File: src/hw/rtl/ped_pkg.sv
package ped_pkg;

    // Characters with a meaning of their own
    localparam logic [7:0] CH_PERCENT = 8'h25;
    localparam logic [7:0] CH_LF      = 8'h0A;
    localparam logic [7:0] CH_CR      = 8'h0D;

    // Up to three decoded characters per item, each line feed may add a carriage return
    localparam int unsigned DEC_MAX = 3;
    localparam int unsigned RES_MAX = 4;
    localparam int unsigned DEC_CNT_W = $clog2(DEC_MAX + 1);
    localparam int unsigned RES_CNT_W = $clog2(RES_MAX + 1);
    localparam int unsigned RES_IDX_W = $clog2(RES_MAX);

    typedef enum logic [1:0] {
        PH_IDLE  = 2'd0,
        PH_PCT   = 2'd1,
        PH_DIGIT = 2'd2
    } ped_phase_t;

    typedef struct packed {
        logic [7:0] in_byte;
        logic       is_final;
    } ped_in_t;

    typedef struct packed {
        logic [7:0] out_byte;
        logic       run_last;
        logic       string_end;
    } ped_out_t;

    typedef struct packed {
        logic       ok;
        logic [3:0] nib;
    } ped_hex_t;

    // Classify one character as a hex digit and give its value
    function automatic ped_hex_t hex_val(input logic [7:0] c);
        ped_hex_t h;
        h.ok  = 1'b0;
        h.nib = 4'd0;
        if (c >= 8'h30 && c <= 8'h39) begin
            h.ok  = 1'b1;
            h.nib = c[3:0];
        end else if ((c >= 8'h41 && c <= 8'h46) || (c >= 8'h61 && c <= 8'h66)) begin
            h.ok  = 1'b1;
            h.nib = c[3:0] + 4'd9;
        end
        return h;
    endfunction

endpackage

File: src/hw/rtl/percent_escape_decoder.sv
// Percent-escape decoder for URL strings.
//
// enc channel: one character per beat (in_byte), is_final on the last
// character of a string. dec channel: decoded characters, run_last on the
// last character caused by one enc beat, string_end on the last character
// of the string. Both channels are valid/ready.
//
// An accepted beat is held in an input register, is decoded in one pass
// into a four-entry result register, and its characters are offered on
// dec from the result register. An enc beat that yields zero or one
// character lets the block sustain one beat per cycle while dec is ready;
// a beat yielding several characters holds the result register while
// they drain. The next beat is decoded in the same cycle the last
// character of the previous one is taken.
//
// Reset clears the escape phase, the carriage-return tracking and both
// registers to empty. When dec stalls, the current character holds, the
// input register fills and then enc_ready drops until dec moves again.
module percent_escape_decoder (
    input  logic              clk,
    input  logic              rst_n,
    input  logic              enc_valid,
    output logic              enc_ready,
    input  ped_pkg::ped_in_t  enc_beat,
    output logic              dec_valid,
    input  logic              dec_ready,
    output ped_pkg::ped_out_t dec_beat
);

    localparam int unsigned DCW = ped_pkg::DEC_CNT_W;
    localparam int unsigned RCW = ped_pkg::RES_CNT_W;
    localparam int unsigned RIW = ped_pkg::RES_IDX_W;

    logic                 in_full_reg;
    ped_pkg::ped_in_t     in_reg;

    ped_pkg::ped_phase_t  phase_reg, phase_next;
    logic [7:0]           held_reg, held_next;
    logic                 prev_cr_reg, prev_cr_next;

    logic [7:0]           dec_byte [ped_pkg::DEC_MAX];
    logic [DCW-1:0]       dec_n;

    logic [7:0]           res_reg  [ped_pkg::RES_MAX];
    logic [7:0]           res_next [ped_pkg::RES_MAX];
    logic [RCW-1:0]       cnt_reg, cnt_next;
    logic [RCW-1:0]       rd_idx_reg;
    logic                 fin_reg;

    logic                 out_empty;
    logic                 last_beat;
    logic                 move;
    logic                 enc_fire;
    logic                 dec_fire;

    // Result register occupancy and hand-off from the input register
    assign out_empty = (rd_idx_reg == cnt_reg);
    assign last_beat = ((rd_idx_reg + RCW'(1)) == cnt_reg);
    assign move      = in_full_reg && (out_empty || (last_beat && dec_ready));
    assign enc_ready = !in_full_reg || move;
    assign enc_fire  = enc_valid && enc_ready;
    assign dec_fire  = dec_valid && dec_ready;

    // Escape phase: next phase, held digit and the decoded characters
    always_comb
    begin
        ped_pkg::ped_hex_t hb;
        ped_pkg::ped_hex_t hh;
        logic [7:0]        b;
        b          = in_reg.in_byte;
        hb         = ped_pkg::hex_val(b);
        hh         = ped_pkg::hex_val(held_reg);
        phase_next = ped_pkg::PH_IDLE;
        held_next  = held_reg;
        dec_n      = '0;
        for (int i = 0; i < ped_pkg::DEC_MAX; i++)
        begin
            dec_byte[i] = 8'h00;
        end

        case (phase_reg)
            ped_pkg::PH_PCT:
            begin
                if (hb.ok)
                begin
                    phase_next = ped_pkg::PH_DIGIT;
                    held_next  = b;
                end
                else
                begin
                    dec_byte[dec_n] = ped_pkg::CH_PERCENT;
                    dec_n = dec_n + DCW'(1);
                    if (b == ped_pkg::CH_PERCENT)
                    begin
                        phase_next = ped_pkg::PH_PCT;
                    end
                    else
                    begin
                        dec_byte[dec_n] = b;
                        dec_n = dec_n + DCW'(1);
                    end
                end
            end
            ped_pkg::PH_DIGIT:
            begin
                if (hb.ok)
                begin
                    dec_byte[dec_n] = {hh.nib, hb.nib};
                    dec_n = dec_n + DCW'(1);
                end
                else
                begin
                    dec_byte[dec_n] = ped_pkg::CH_PERCENT;
                    dec_n = dec_n + DCW'(1);
                    dec_byte[dec_n] = held_reg;
                    dec_n = dec_n + DCW'(1);
                    if (b == ped_pkg::CH_PERCENT)
                    begin
                        phase_next = ped_pkg::PH_PCT;
                    end
                    else
                    begin
                        dec_byte[dec_n] = b;
                        dec_n = dec_n + DCW'(1);
                    end
                end
            end
            default:
            begin
                if (b == ped_pkg::CH_PERCENT)
                begin
                    phase_next = ped_pkg::PH_PCT;
                end
                else
                begin
                    dec_byte[dec_n] = b;
                    dec_n = dec_n + DCW'(1);
                end
            end
        endcase

        // Flush a pending escape literally at string end
        if (in_reg.is_final)
        begin
            if (phase_next == ped_pkg::PH_PCT)
            begin
                dec_byte[dec_n] = ped_pkg::CH_PERCENT;
                dec_n = dec_n + DCW'(1);
            end
            else if (phase_next == ped_pkg::PH_DIGIT)
            begin
                dec_byte[dec_n] = ped_pkg::CH_PERCENT;
                dec_n = dec_n + DCW'(1);
                dec_byte[dec_n] = held_next;
                dec_n = dec_n + DCW'(1);
            end
            phase_next = ped_pkg::PH_IDLE;
        end
    end

    // Insert a carriage return before each line feed that lacks one
    always_comb
    begin
        logic           cr;
        logic [RCW-1:0] n;
        cr = prev_cr_reg;
        n  = '0;
        for (int i = 0; i < ped_pkg::RES_MAX; i++)
        begin
            res_next[i] = 8'h00;
        end
        for (int i = 0; i < ped_pkg::DEC_MAX; i++)
        begin
            if (DCW'(i) < dec_n)
            begin
                if (dec_byte[i] == ped_pkg::CH_LF && !cr)
                begin
                    res_next[n[RIW-1:0]] = ped_pkg::CH_CR;
                    n = n + RCW'(1);
                end
                res_next[n[RIW-1:0]] = dec_byte[i];
                n  = n + RCW'(1);
                cr = (dec_byte[i] == ped_pkg::CH_CR);
            end
        end
        cnt_next     = n;
        prev_cr_next = in_reg.is_final ? 1'b0 : cr;
    end

    // Control state
    always_ff @(posedge clk or negedge rst_n)
    begin
        if (!rst_n)
        begin
            in_full_reg <= 1'b0;
            phase_reg   <= ped_pkg::PH_IDLE;
            prev_cr_reg <= 1'b0;
            cnt_reg     <= '0;
            rd_idx_reg  <= '0;
        end
        else
        begin
            if (enc_fire)
            begin
                in_full_reg <= 1'b1;
            end
            else if (move)
            begin
                in_full_reg <= 1'b0;
            end

            if (move)
            begin
                phase_reg   <= phase_next;
                prev_cr_reg <= prev_cr_next;
                cnt_reg     <= cnt_next;
                rd_idx_reg  <= '0;
            end
            else if (dec_fire)
            begin
                rd_idx_reg <= rd_idx_reg + RCW'(1);
            end
        end
    end

    // Payload: capture the beat, load the results
    always_ff @(posedge clk)
    begin
        if (enc_fire)
        begin
            in_reg <= enc_beat;
        end
        if (move)
        begin
            held_reg <= held_next;
            fin_reg  <= in_reg.is_final;
            for (int i = 0; i < ped_pkg::RES_MAX; i++)
            begin
                res_reg[i] <= res_next[i];
            end
        end
    end

    // Drive the current result
    assign dec_valid           = !out_empty;
    assign dec_beat.out_byte   = res_reg[rd_idx_reg[RIW-1:0]];
    assign dec_beat.run_last   = last_beat;
    assign dec_beat.string_end = last_beat && fin_reg;

endmodule

File: config.mk
export PLATFORM = sky130hd
export DESIGN_NAME = percent_escape_decoder
export DESIGN_NICKNAME = d
export VERILOG_FILES = /design/src/hw/rtl/ped_pkg.sv /design/src/hw/rtl/percent_escape_decoder.sv
export SDC_FILE = /design/constraint.sdc
export NUM_CORES = 1
export LEC_CHECK = 0
export ABC_AREA = 1
export BUFFER_PORTS_ARGS = -buffer_cell sky130_fd_sc_hd__clkbuf_2
export CAP_MARGIN = 20
export CORE_MARGIN = 2
export CORE_UTILIZATION = 60
export DETAILED_ROUTE_END_ITERATION = 6
export PLACE_DENSITY_LB_ADDON = 0.1
export REMOVE_ABC_BUFFERS = 1
export SYNTH_ARGS = -nofsm -noshare
export SYNTH_HDL_FRONTEND = slang
export SYNTH_SLANG_ARGS = --single-unit
export TNS_END_PERCENT = 1
File: constraint.sdc
create_clock -name clk -period 5.7 [get_ports clk]
set_input_delay 1.14 -clock clk [delete_from_list [all_inputs] [get_ports clk]]
set_output_delay 1.14 -clock clk [all_outputs]
set_load 0.03 [all_outputs]
==> results.md <==
- Core ar.: 8220 sq um
- Hold Buf Count CTS: 0
- Clock period minus worst slack: 5250 ps
- Most numerous cell in the Yosys netlist: nand2_1
- Routed wire per std cell: 17.9 microns
- Fmax: 191 MHz
- Top-area cell type share of the netlist area: 29.5%
- CP Data Required Time: 5810 ps
- First-pass GRT wire length: 23,200 microns
- Critical Path Sink Type: flop
- Detailed router's first-iteration violation count: 452
- Clock slew at reported path FFs: 80 ps
- Final nets: 747
- Global placer's final weighted congestion: 1.09
- Sequential area share after synthesis: 34.4%
- Post-Syn Area: 5090 sq um
- Reg2Reg Depth: 31
- Die height: 96.1 microns
- Launch point of the worst reg-to-reg path: in_reg[2]
- Most frequent cells after synthesis: 185 x nand2_1, 67 x inv_1, 60 x nor2_1
- Asr flop ratio synth: 16.7%
- Site Rows: 33
- CTS tree: yes
- R2r setup slk: 450 ps
- IO Port Bufs: 24
- Die area: 9230 sq um
- Kind of critical path: flop to flop
- Vias in the first global route: 4,519
- Root Buffer: clkbuf_8
- ANT cells: 0
- Violated checks: DRC
- Worst Hold Depth: 2
- Post-DR vias/cell: 6.01
- Via count: 4,926
- Synth-to-Final Area Change: 8.31%
- CTS buffer count: 9
- Worst vdd ir: 0.214 mV
- Final setup violating endpoints: 0
- Yosys reg bits: 60
- Post-route total power: 2440 uW
- Fraction of layout cells with a size suffix above 1: 18.6%
- Mean post-synth cell area: 7.44 sq um
- Slowest-stage cell, CP: edfxtp_1
- Total grt overflow: 0
- CP max FO: 10
- Worst Tran Pin Value: 630 ps
- DRC viols: 4
- FF-to-FF End: res_reg[0][3]
- Outcome: complete, but fails checks
- Starting density of the core: 61.9%
- Clock latency on the worst-skew pair: 360 ps
- Max Cap Viol: 0
- Max-slew headroom: 58.0%
- Global Route Usage Sum: 33.9%
- Top Ports: 25
- Synthesis Warnings: 0
- Final ANT Viol Nets: 0
- Worst Hold End: cnt_reg[0]
- Max reg flops: 32
- CTS Buffer Depth: 2
- Largest net degree at the start of global routing: 36
- Initial antenna violation count: 0
- Pleak: 0.00244 uW
- Hold Startpoint: cnt_reg[0]
- Slew Viols, Final: 0
- EDFF count, synth: 50
- Worst setup SP type: flop
- Part of the cycle the worst path needs: 92.0%
- Die width: 96.1 microns
- Most used cell, CP: nand2_1
- Drt first pass iters: 7
- Sink Count: 60
- Power Density: 444 nW/um^2
- Gate Count Post-Synth: 684
- Htree depth: 3
- Top_reg_cell synth: edfxtp_1
- Final WL: 14,700 microns
- Sum Neg Setup Slack: 0 ps
- Synth top area cells: edfxtp_1 30%, nand2_1 14%, ha_1 5.9%
- RSZ-0062 raised after global routing: no
- Critical Path AT: 5360 ps
- Synth unique cells: 49
- Min-Delay Path Class: flop to flop
- Largest area contributor in the netlist: edfxtp_1
- Crit path largest cell delay: 440 ps
- Clk_skew: 13.0 ps
- Final Hold Vio Count: 0
- HPWL after DPL: 11,400 microns
placed cells by master (no fill, tap or decap), drive strengths merged:
cell	instances
o22ai	12
o31ai	1
a32oi	1
xnor2	4
buf	8
edfxtp	50
clkinv	5
bufinv	1
clkbuf	33
clkinvlp	3
or2	1
o2111ai	1
nand3b	1
and2	1
xor2	2
o211ai	3
nor2	72
o21ai	64
a21boi	1
nand3	62
o21a	3
a31o	1
inv	81
dfrtp	10
ha	24
nor3	4
nand4	16
a31oi	2
a21oi	23
nand2	223
nor4	1
a22o	1
kinds of logic (layout without fill, tap and decap cells):
kind of cell,after synthesis,after routing,synth area share (%)
and+or+nand+nor,381,381,37.5
AOI/OAI and AO/OA,113,113,13.2
buffers and inverters,100,131,7.99
DFF,60,60,34.4
adders and majority gates,24,24,5.90
xor gates and xnor gates,6,6,1.03
worst max path at each step:
stage | end | slack (ps) | start
2_1_floorplan | res_reg[1][0] | 510 | in_reg[1]
3_3_place_gp | res_reg[1][0] | 570 | in_reg[2]
3_5_place_dp | res_reg[1][0] | 360 | in_reg[1]
4_1_cts | res_reg[1][0] | 320 | in_reg[1]
5_1_grt | res_reg[1][3] | 2 | in_reg[2]
6_report | res_reg[0][3] | 450 | in_reg[2]
what timing repair did:
item                       in CTS  in global routing
setup endpoints to repair       0                 28
buffers inserted                0                  0
resized for setup               0                  5
worst max-delay path, delay by kind of cell (launching register included):
family,cells,cell delay [ps]
AO/OA/AOI/OAI,3,480
adder cells (fa/ha/maj),5,1260
buffers and inverters,5,410
flip-flops,1,440
AND/OR/NAND/NOR,18,2420
metrics by stage:
stage                     cell area [sq um]  hold slack [ps]  std cells  util (%)  worst slack, ps
final                                  5510              529        820      67.1              455
after global placement                 5310              489        804      64.6              567
after floorplan                        4990              469        667         -              508
after CTS                              5500              534        820      67.0              322
after global routing                   5510              584        820      67.1             2.00
after detailed placement               5310              517        804      64.6              356
power by group:
group	internal [uW]	switching, uW
clock network	204	201
registers	756	158
logic	316	810
total	1280	1170
layer usage:
| metal | vias up | GRT usage (%) | wire length, microns |
|---|---|---|---|
| li1 | 2329 | - | - |
| met2 | 296 | 48.3 | 6100 |
| met5 | - | 0 | 0 |
| met4 | 0 | 13.0 | 469 |
| met1 | 2255 | 49.2 | 6360 |
| met3 | 46 | 8.38 | 1770 |
layout make-up:
class / instances / area (sq um)
tap: 105 / 131
sequential: 60 / 1750
clock buffer: 9 / 124
inverter: 83 / 312
multi-input combinational: 524 / 2940
timing repair buffer: 32 / 180
fill: 725 / 2710
clock inverter: 7 / 75.1
No activity file was read; power rests on OpenSTA's default activity.
